[config.mk]
export PLATFORM = sky130hd
export DESIGN_NAME = quadratic_bezier_tessellator_top_flat
export DESIGN_NICKNAME = d
export VERILOG_FILES = /design/src/qbt_pkg.sv /design/src/qbt_if.sv /design/src/qbt_seq.sv /design/src/qbt_eval.sv /design/src/quadratic_bezier_tessellator_top.sv /design/src/flat_wrapper.sv
export SDC_FILE = /design/constraint.sdc
export NUM_CORES = 2
export LEC_CHECK = 0
export ABC_AREA = 1
export BUFFER_PORTS_ARGS = -buffer_cell sky130_fd_sc_hd__buf_2
export CORE_ASPECT_RATIO = 1.25
export CORE_MARGIN = 5
export CORE_UTILIZATION = 40
export DETAILED_ROUTE_END_ITERATION = 10
export HOLD_SLACK_MARGIN = 0.03
export PLACE_DENSITY_LB_ADDON = 0.12
export SLEW_MARGIN = 30
export SYNTH_ARGS = -nofsm -noshare
export SYNTH_HDL_FRONTEND = slang
export SYNTH_SLANG_ARGS = --single-unit
[constraint.sdc]
create_clock -name clk -period 9.5 [get_ports clk]
set_input_delay 1.425 -clock clk [delete_from_list [all_inputs] [get_ports clk]]
set_output_delay 1.425 -clock clk [all_outputs]
set_load 0.1 [all_outputs]
[src/qbt_pkg.sv]
`default_nettype none
package qbt_pkg;

    localparam int STEPS = 10;
    localparam int DEN   = STEPS * STEPS;
    localparam int KW    = $clog2(STEPS + 1);
    localparam int WW    = $clog2(DEN + 1);
    localparam int PW    = 16 + WW + 1;
    localparam int NW    = PW + 2;
    localparam int MAG_W = 15 + WW;
    localparam int SH    = MAG_W;
    localparam int RW    = SH + 1;
    localparam logic [RW-1:0] RECIP = RW'((longint'(1) << SH) / DEN);

    typedef logic signed [15:0] coord_t;
    typedef logic [KW-1:0]      ksel_t;
    typedef logic [WW-1:0]      weight_t;

    typedef struct packed {
        coord_t [1:0] s_pt;
        coord_t [1:0] e_pt;
        coord_t [1:0] c_pt;
        ksel_t        k;
        logic         curve;
        logic         last;
        logic         cend;
    } issue_t;

endpackage
`default_nettype wire

[src/qbt_if.sv]
`default_nettype none
interface qbt_seg_if;
    logic                valid;
    logic                ready;
    logic signed [15:0]  start_x;
    logic signed [15:0]  start_y;
    logic signed [15:0]  end_x;
    logic signed [15:0]  end_y;
    logic signed [15:0]  ctrl_x;
    logic signed [15:0]  ctrl_y;
    logic                is_curve;
    logic                contour_end;

    modport source (output valid, start_x, start_y, end_x, end_y, ctrl_x, ctrl_y,
                    is_curve, contour_end, input ready);
    modport sink (input valid, start_x, start_y, end_x, end_y, ctrl_x, ctrl_y,
                  is_curve, contour_end, output ready);
endinterface

interface qbt_pt_if;
    logic                valid;
    logic                ready;
    logic signed [15:0]  point_x;
    logic signed [15:0]  point_y;
    logic                last_of_segment;
    logic                contour_done;

    modport source (output valid, point_x, point_y, last_of_segment, contour_done,
                    input ready);
    modport sink (input valid, point_x, point_y, last_of_segment, contour_done,
                  output ready);
endinterface
`default_nettype wire

[src/qbt_seq.sv]
`default_nettype none
module qbt_seq (
    input  wire logic      clk,
    input  wire logic      rst_n,
    qbt_seg_if.sink        seg,
    output qbt_pkg::issue_t issue,
    output logic           issue_valid,
    input  wire logic      issue_ready
);
    import qbt_pkg::*;

    logic         busy_reg, busy_next;
    ksel_t        k_reg, k_next;
    logic [1:0]   flags_reg, flags_next;
    coord_t [1:0] s_reg, e_reg, c_reg;
    logic         fire, at_last, take;

    assign at_last     = (k_reg == KW'(STEPS - 1));
    assign fire        = busy_reg && issue_ready;
    assign seg.ready   = !busy_reg || (fire && at_last);
    assign take        = seg.valid && seg.ready;
    assign issue_valid = busy_reg;

    always_comb
    begin
        issue.s_pt  = s_reg;
        issue.e_pt  = e_reg;
        issue.c_pt  = c_reg;
        issue.k     = k_reg;
        issue.curve = flags_reg[0];
        issue.cend  = flags_reg[1];
        issue.last  = at_last;
    end

    always_comb
    begin
        busy_next  = busy_reg;
        k_next     = k_reg;
        flags_next = flags_reg;
        priority if (take)
        begin
            busy_next  = 1'b1;
            k_next     = '0;
            flags_next = {seg.contour_end, seg.is_curve};
        end
        else if (fire && at_last)
        begin
            busy_next = 1'b0;
            k_next    = '0;
        end
        else if (fire)
        begin
            k_next = k_reg + KW'(1);
        end
        else
        begin
            k_next = k_reg;
        end
    end

    always_ff @(posedge clk or negedge rst_n)
    begin
        if (!rst_n)
        begin
            busy_reg  <= 1'b0;
            k_reg     <= '0;
            flags_reg <= '0;
        end
        else
        begin
            busy_reg  <= busy_next;
            k_reg     <= k_next;
            flags_reg <= flags_next;
        end
    end

    // Coordinates are payload: written on every accepted beat, never read before.
    always_ff @(posedge clk)
    begin
        if (take)
        begin
            s_reg <= {seg.start_y, seg.start_x};
            e_reg <= {seg.end_y, seg.end_x};
            c_reg <= {seg.ctrl_y, seg.ctrl_x};
        end
    end

endmodule
`default_nettype wire

[src/qbt_eval.sv]
`default_nettype none
module qbt_eval (
    input  wire logic            clk,
    input  wire logic            rst_n,
    input  wire qbt_pkg::issue_t issue,
    input  wire logic            issue_valid,
    output logic                 issue_ready,
    qbt_pt_if.source             pt
);
    import qbt_pkg::*;

    // Valid bits of the six stages.
    logic [6:1] v_reg, v_next;
    logic [6:1] adv;

    // Stage 1: blend weights.
    weight_t [2:0] w1_reg, w1_next;
    coord_t  [1:0] s1_reg, e1_reg, c1_reg;
    // Stage 2: weighted products, per axis.
    logic signed [PW-1:0] p2_reg [2][3];
    logic signed [PW-1:0] p2_next [2][3];
    // Stage 3: numerator magnitude and sign.
    logic [MAG_W-1:0] m3_reg [2];
    logic [MAG_W-1:0] m3_next [2];
    logic [1:0]       n3_reg, n3_next;
    // Stage 4: quotient estimate.
    logic [15:0]      q4_reg [2];
    logic [15:0]      q4_next [2];
    logic [MAG_W-1:0] m4_reg [2];
    logic [1:0]       n4_reg;
    // Stage 5: remainder.
    logic [15:0]      q5_reg [2];
    logic [WW:0]      r5_reg [2];
    logic [WW:0]      r5_next [2];
    logic [1:0]       n5_reg;
    // Stage 6: output register.
    coord_t [1:0]     o6_reg, o6_next;

    logic [6:1] last_reg, cend_reg;

    assign adv[6] = !v_reg[6] || pt.ready;
    assign adv[5] = !v_reg[5] || adv[6];
    assign adv[4] = !v_reg[4] || adv[5];
    assign adv[3] = !v_reg[3] || adv[4];
    assign adv[2] = !v_reg[2] || adv[3];
    assign adv[1] = !v_reg[1] || adv[2];
    assign issue_ready = adv[1];

    always_comb
    begin
        v_next = v_reg;
        if (adv[1]) v_next[1] = issue_valid;
        if (adv[2]) v_next[2] = v_reg[1];
        if (adv[3]) v_next[3] = v_reg[2];
        if (adv[4]) v_next[4] = v_reg[3];
        if (adv[5]) v_next[5] = v_reg[4];
        if (adv[6]) v_next[6] = v_reg[5];
    end

    always_ff @(posedge clk or negedge rst_n)
    begin
        if (!rst_n)
        begin
            v_reg <= '0;
        end
        else
        begin
            v_reg <= v_next;
        end
    end

    // A line is blended as (e*k*S + s*r*S) / S^2, which truncates the same way as
    // (e*k + s*r) / S, so one divider by S^2 serves both kinds of segment.
    always_comb
    begin
        logic [2*KW:0] k_w, r_w, kk, rr, kr2, ks, rs;
        k_w = (2*KW+1)'(issue.k);
        r_w = (2*KW+1)'(KW'(STEPS) - issue.k);
        kk  = k_w * k_w;
        rr  = r_w * r_w;
        kr2 = (k_w * r_w) << 1;
        ks  = k_w * (2*KW+1)'(STEPS);
        rs  = r_w * (2*KW+1)'(STEPS);
        if (issue.curve)
        begin
            w1_next[0] = kk[WW-1:0];
            w1_next[1] = kr2[WW-1:0];
            w1_next[2] = rr[WW-1:0];
        end
        else
        begin
            w1_next[0] = ks[WW-1:0];
            w1_next[1] = '0;
            w1_next[2] = rs[WW-1:0];
        end
    end

    always_comb
    begin
        for (int a = 0; a < 2; a++)
        begin
            p2_next[a][0] = PW'($signed(e1_reg[a])) * PW'($signed({1'b0, w1_reg[0]}));
            p2_next[a][1] = PW'($signed(c1_reg[a])) * PW'($signed({1'b0, w1_reg[1]}));
            p2_next[a][2] = PW'($signed(s1_reg[a])) * PW'($signed({1'b0, w1_reg[2]}));
        end
    end

    always_comb
    begin
        logic signed [NW-1:0] num;
        logic signed [NW-1:0] pos;
        for (int a = 0; a < 2; a++)
        begin
            num = NW'(p2_reg[a][0]) + NW'(p2_reg[a][1]) + NW'(p2_reg[a][2]);
            n3_next[a] = num[NW-1];
            pos = num[NW-1] ? -num : num;
            m3_next[a] = pos[MAG_W-1:0];
        end
    end

    // The reciprocal is rounded down with SH at least the numerator width,
    // so the estimate is the true quotient or one below it.
    always_comb
    begin
        logic [MAG_W+RW-1:0] prod;
        for (int a = 0; a < 2; a++)
        begin
            prod = (MAG_W+RW)'(m3_reg[a]) * (MAG_W+RW)'(RECIP);
            q4_next[a] = prod[SH +: 16];
        end
    end

    always_comb
    begin
        logic [MAG_W:0] qd;
        logic [MAG_W:0] rem;
        for (int a = 0; a < 2; a++)
        begin
            qd  = (MAG_W+1)'(q4_reg[a]) * (MAG_W+1)'(DEN);
            rem = (MAG_W+1)'(m4_reg[a]) - qd;
            r5_next[a] = rem[WW:0];
        end
    end

    always_comb
    begin
        logic [15:0] qf;
        for (int a = 0; a < 2; a++)
        begin
            qf = (r5_reg[a] >= (WW+1)'(DEN)) ? q5_reg[a] + 16'd1 : q5_reg[a];
            o6_next[a] = n5_reg[a] ? -qf : qf;
        end
    end

    always_ff @(posedge clk)
    begin
        if (adv[1])
        begin
            w1_reg      <= w1_next;
            s1_reg      <= issue.s_pt;
            e1_reg      <= issue.e_pt;
            c1_reg      <= issue.c_pt;
            last_reg[1] <= issue.last;
            cend_reg[1] <= issue.cend && issue.last;
        end
        if (adv[2])
        begin
            p2_reg      <= p2_next;
            last_reg[2] <= last_reg[1];
            cend_reg[2] <= cend_reg[1];
        end
        if (adv[3])
        begin
            m3_reg      <= m3_next;
            n3_reg      <= n3_next;
            last_reg[3] <= last_reg[2];
            cend_reg[3] <= cend_reg[2];
        end
        if (adv[4])
        begin
            q4_reg      <= q4_next;
            m4_reg      <= m3_reg;
            n4_reg      <= n3_reg;
            last_reg[4] <= last_reg[3];
            cend_reg[4] <= cend_reg[3];
        end
        if (adv[5])
        begin
            q5_reg      <= q4_reg;
            r5_reg      <= r5_next;
            n5_reg      <= n4_reg;
            last_reg[5] <= last_reg[4];
            cend_reg[5] <= cend_reg[4];
        end
        if (adv[6])
        begin
            o6_reg      <= o6_next;
            last_reg[6] <= last_reg[5];
            cend_reg[6] <= cend_reg[5];
        end
    end

    assign pt.valid           = v_reg[6];
    assign pt.point_x         = o6_reg[0];
    assign pt.point_y         = o6_reg[1];
    assign pt.last_of_segment = last_reg[6];
    assign pt.contour_done    = cend_reg[6];

endmodule
`default_nettype wire

[src/quadratic_bezier_tessellator_top.sv]
// Outline segment tessellator.
// The seg channel takes one segment per beat: start, end and control points plus
// the is_curve and contour_end flags. The pt channel returns STEPS points per
// segment, sampled at t = k/STEPS for k = 0 .. STEPS-1, in order; the end point
// itself is left for the next segment. last_of_segment marks the final point of
// each segment, and contour_done repeats contour_end on that same point.
// An accepted beat passes the sequencer and the evaluation stages before its first
// point is valid. While pt.ready is high, throughput is one point per cycle; the
// sample sequencer then issues one parameter value per cycle into a single
// six-stage evaluation pipeline (weights, products, sum, reciprocal multiply,
// remainder, correction and output register). The next segment is accepted in
// the cycle its predecessor's last sample is issued, so segments run back to back.
// When pt.ready is low the pipeline fills its empty stages and then holds; no
// point is dropped or repeated. Reset (rst_n low) empties the pipeline and the
// sequencer; no point is pending afterwards.
`default_nettype none
module quadratic_bezier_tessellator_top (
    input  wire logic clk,
    input  wire logic rst_n,
    qbt_seg_if.sink   seg,
    qbt_pt_if.source  pt
);
    import qbt_pkg::*;

    issue_t issue;
    logic   issue_valid;
    logic   issue_ready;

    qbt_seq u_seq (
        .clk         (clk),
        .rst_n       (rst_n),
        .seg         (seg),
        .issue       (issue),
        .issue_valid (issue_valid),
        .issue_ready (issue_ready)
    );

    qbt_eval u_eval (
        .clk         (clk),
        .rst_n       (rst_n),
        .issue       (issue),
        .issue_valid (issue_valid),
        .issue_ready (issue_ready),
        .pt          (pt)
    );

endmodule
`default_nettype wire

[src/flat_wrapper.sv]
// flat-port wrapper written by rule: the top's interface ports become plain ports
module quadratic_bezier_tessellator_top_flat import qbt_pkg::*;
  (clk, rst_n, seg_valid, seg_start_x, seg_start_y, seg_end_x, seg_end_y, seg_ctrl_x, seg_ctrl_y, seg_is_curve, seg_contour_end, seg_ready, pt_valid, pt_point_x, pt_point_y, pt_last_of_segment, pt_contour_done, pt_ready);
  qbt_seg_if seg_i ();
  qbt_pt_if pt_i ();
  input  wire logic clk;
  input  wire logic rst_n;
  input wire logic [$bits(seg_i.valid)-1:0] seg_valid;
  input wire logic [$bits(seg_i.start_x)-1:0] seg_start_x;
  input wire logic [$bits(seg_i.start_y)-1:0] seg_start_y;
  input wire logic [$bits(seg_i.end_x)-1:0] seg_end_x;
  input wire logic [$bits(seg_i.end_y)-1:0] seg_end_y;
  input wire logic [$bits(seg_i.ctrl_x)-1:0] seg_ctrl_x;
  input wire logic [$bits(seg_i.ctrl_y)-1:0] seg_ctrl_y;
  input wire logic [$bits(seg_i.is_curve)-1:0] seg_is_curve;
  input wire logic [$bits(seg_i.contour_end)-1:0] seg_contour_end;
  output wire logic [$bits(seg_i.ready)-1:0] seg_ready;
  output wire logic [$bits(pt_i.valid)-1:0] pt_valid;
  output wire logic [$bits(pt_i.point_x)-1:0] pt_point_x;
  output wire logic [$bits(pt_i.point_y)-1:0] pt_point_y;
  output wire logic [$bits(pt_i.last_of_segment)-1:0] pt_last_of_segment;
  output wire logic [$bits(pt_i.contour_done)-1:0] pt_contour_done;
  input wire logic [$bits(pt_i.ready)-1:0] pt_ready;
  assign seg_i.valid = seg_valid;
  assign seg_i.start_x = seg_start_x;
  assign seg_i.start_y = seg_start_y;
  assign seg_i.end_x = seg_end_x;
  assign seg_i.end_y = seg_end_y;
  assign seg_i.ctrl_x = seg_ctrl_x;
  assign seg_i.ctrl_y = seg_ctrl_y;
  assign seg_i.is_curve = seg_is_curve;
  assign seg_i.contour_end = seg_contour_end;
  assign seg_ready = seg_i.ready;
  assign pt_valid = pt_i.valid;
  assign pt_point_x = pt_i.point_x;
  assign pt_point_y = pt_i.point_y;
  assign pt_last_of_segment = pt_i.last_of_segment;
  assign pt_contour_done = pt_i.contour_done;
  assign pt_i.ready = pt_ready;
  quadratic_bezier_tessellator_top u_core (.clk(clk), .rst_n(rst_n), .seg(seg_i), .pt(pt_i));
endmodule
==> impl_metrics.env <==
export IMPL_hold_class="reg -> reg"
export IMPL_place_gp_congestion=0.874
export IMPL_grt_overflow_total=0
export IMPL_rsz0062_at_grt="no"
export IMPL_timing_final_ws_setup_ns=3.52
export IMPL_core_area_mm2=0.162
export IMPL_grt_first_pass_wirelength_um=252000
export IMPL_vias=44900
export IMPL_netlist_instances=7318
export IMPL_worst_path_largest_cell_delay_ns=0.55
export IMPL_fin_crit_sh_pct=62.9
export IMPL_hold_viol_final=0
export IMPL_die_x_um=371
export IMPL_clk_path_buf_depth=3
export IMPL_hold_buffers=0
export IMPL_synth_edf_count=532
export IMPL_dieArea_mm2=0.171
export IMPL_rows=165
export IMPL_synth_area_per_cell_um2=8.89
export IMPL_first_global_vias=48600
export IMPL_final_common_cell="inv_1"
export IMPL_cp_max_fo=59
export IMPL_cts_resized_gates=0
export IMPL_cts_tree="yes"
export IMPL_arrival_ns=4.55
export IMPL_design_area_mm2=0.0707
export IMPL_relSlewSlack_pct=40.3
export IMPL_critical_path_slowest_cell="nor2_1"
export IMPL_insertion_delay_ns=0.70
export IMPL_startpoint_type="input pin"
export IMPL_most_common_layout_cells="inv_1, nand2_1, ha_1, fa_1, edfxtp_1"
export IMPL_grt_use_total_pct=18.5
export IMPL_crit_chain="buf_2, nor2_1, nand2_2, buf_4, nor2_2, nand2_2, buf_4, nor2_1, nand2_8, nand3_1, nand2_1, buf_2"
export IMPL_h_tree_depth=3
export IMPL_drive_above_1_share_pct=4.83
export IMPL_maxCapViolCount=0
export IMPL_area_growth_synth_to_final_pct=8.67
export IMPL_cts_buffers=69
export IMPL_dp_hpwl_um=128000
export IMPL_ys_flop_type="edfxtp_1"
export IMPL_reg2reg_slack_ns=3.68
export IMPL_post_drt_wl_per_cell_um=15.7
export IMPL_crit_type="in -> out"
export IMPL_worst_pin_slew_ns=0.895
export IMPL_drtPass1Iterations=5
export IMPL_outcome="completed"
export IMPL_remaining_drc_errors=0
export IMPL_clockRootBuffer="clkbuf_16"
export IMPL_yosys_cell_types_count=55
export IMPL_max_freq_mhz=167
export IMPL_finalWirelength_um=153000
export IMPL_cts_sinks=545
export IMPL_ant_nets=0
export IMPL_tns_ns=0
export IMPL_clk_pin_slew_ns=0.07
export IMPL_cts_setup_buffers=0
export IMPL_grt_start_max_net_pins=97
export IMPL_start_util_pct=40.2
export IMPL_yosys_warnings=0
export IMPL_placed_cell_area_mm2=0.0684
export IMPL_syn_cell_area_mm2=0.0651
export IMPL_fp_dieH_um=461
export IMPL_finalCriticalPeriod_ns=5.98
export IMPL_async_flop_share_pct=2.39
export IMPL_vias_per_cell=4.63
export IMPL_drt_iter0_drc=1869
export IMPL_dp_slack_ns=3.42
export IMPL_ios=138
export IMPL_setup_viol=0
export IMPL_portBuffers=137
export IMPL_synth_seq_area_share_pct=25.0
export IMPL_largest_reg_flops=142
export IMPL_required_ns=8.08
export IMPL_finalNetCount=9192
export IMPL_skew_ns=0.0420
export IMPL_cp_end_kind="output port"
export IMPL_drv_slew=0
export IMPL_ys_seq_elements=545
export IMPL_antenna_found_initial=5
## per-layer routing
metal  up-vias  part of all wire, %  track usage [%]
li1      22600                    -                -
met4         0                  4.2             7.30
met3       222                  2.9             2.04
met2       536                   51             33.9
met5         -                    0                0
met1     21600                   42             22.2
## area by class of cell
cell class	instances	area, um2
Fill cell	16100	91100
Sequential cell	545	16300
Timing Repair Buffer	160	883
Inverter	2092	7870
Multi-Input combinational cell	4612	40600
Clock buffer	74	1750
Antenna cell	3	7.51
Clock inverter	50	558
Tap cell	2171	2720
## per-stage QoR
| step | std cells | util (%) | hold WS (ns) |
|---|---|---|---|
| after global placement | 9579 | 42.2 | 0.401 |
| after CTS | 9704 | 43.7 | 0.406 |
| after global routing | 9705 | 43.7 | 0.416 |
| after detailed placement | 9580 | 42.3 | 0.405 |
| after floorplan | 7322 | - | 0.400 |
| final | 9707 | 43.7 | 0.402 |
## path summary, 6_finish.rpt
| check | start | end | depth (start not counted) |
|---|---|---|---|
| min reg2reg | u_core.u_seq.issue[10] | u_core.u_eval.c1_reg[3] | 0 |
| min in group asynchronous | rst_n | u_core.u_seq.issue_valid | 1 |
| max | pt_ready | seg_ready | 12 |
| max in group asynchronous | rst_n | u_core.u_eval.v_reg[6] | 1 |
| max reg2reg | u_core.u_eval.m3_reg[20] | u_core.u_eval.q4_reg[14] | 18 |
| min | u_core.u_seq.issue[10] | u_core.u_eval.c1_reg[3] | 0 |
## synthesized netlist by cell type, types with 28 or more instances
library cell / count / area share, %
nand4_1: 60 / 0.58
fa_1: 803 / 25
o21ai_0: 154 / 1.2
a21o_1: 37 / 0.43
xor2_1: 160 / 2.2
clkbuf_1: 63 / 0.36
xnor2_1: 117 / 1.6
nor3_1: 33 / 0.25
a21oi_1: 247 / 1.9
ha_1: 807 / 16
inv_1: 2083 / 12
edfxtp_1: 532 / 25
nand3_1: 162 / 1.2
nor2_1: 275 / 1.6
a31oi_1: 28 / 0.27
nand2_2: 31 / 0.30
nand2_1: 1539 / 8.9
## logic make-up after synthesis
family	count (synthesis)	synth area share, %
and+or+nand+nor	2177	13.7
buffers and inverters	2165	12.6
adders and majority gates	1610	40.2
DFF	545	25.0
AOI/OAI and AO/OA	540	4.65
xor gates and xnor gates	278	3.75
other	2	0.0115
muxes	1	0.0154
## worst max-delay path, delay by kind of cell
family                 cells  cell delay (ns)
buffers and inverters      4             1.04
and+or+nand+nor            8             1.97
Power is left out: the tool's default activity adds up to more than one toggle a clock period on the data nets, which glitch-free logic cannot reach.
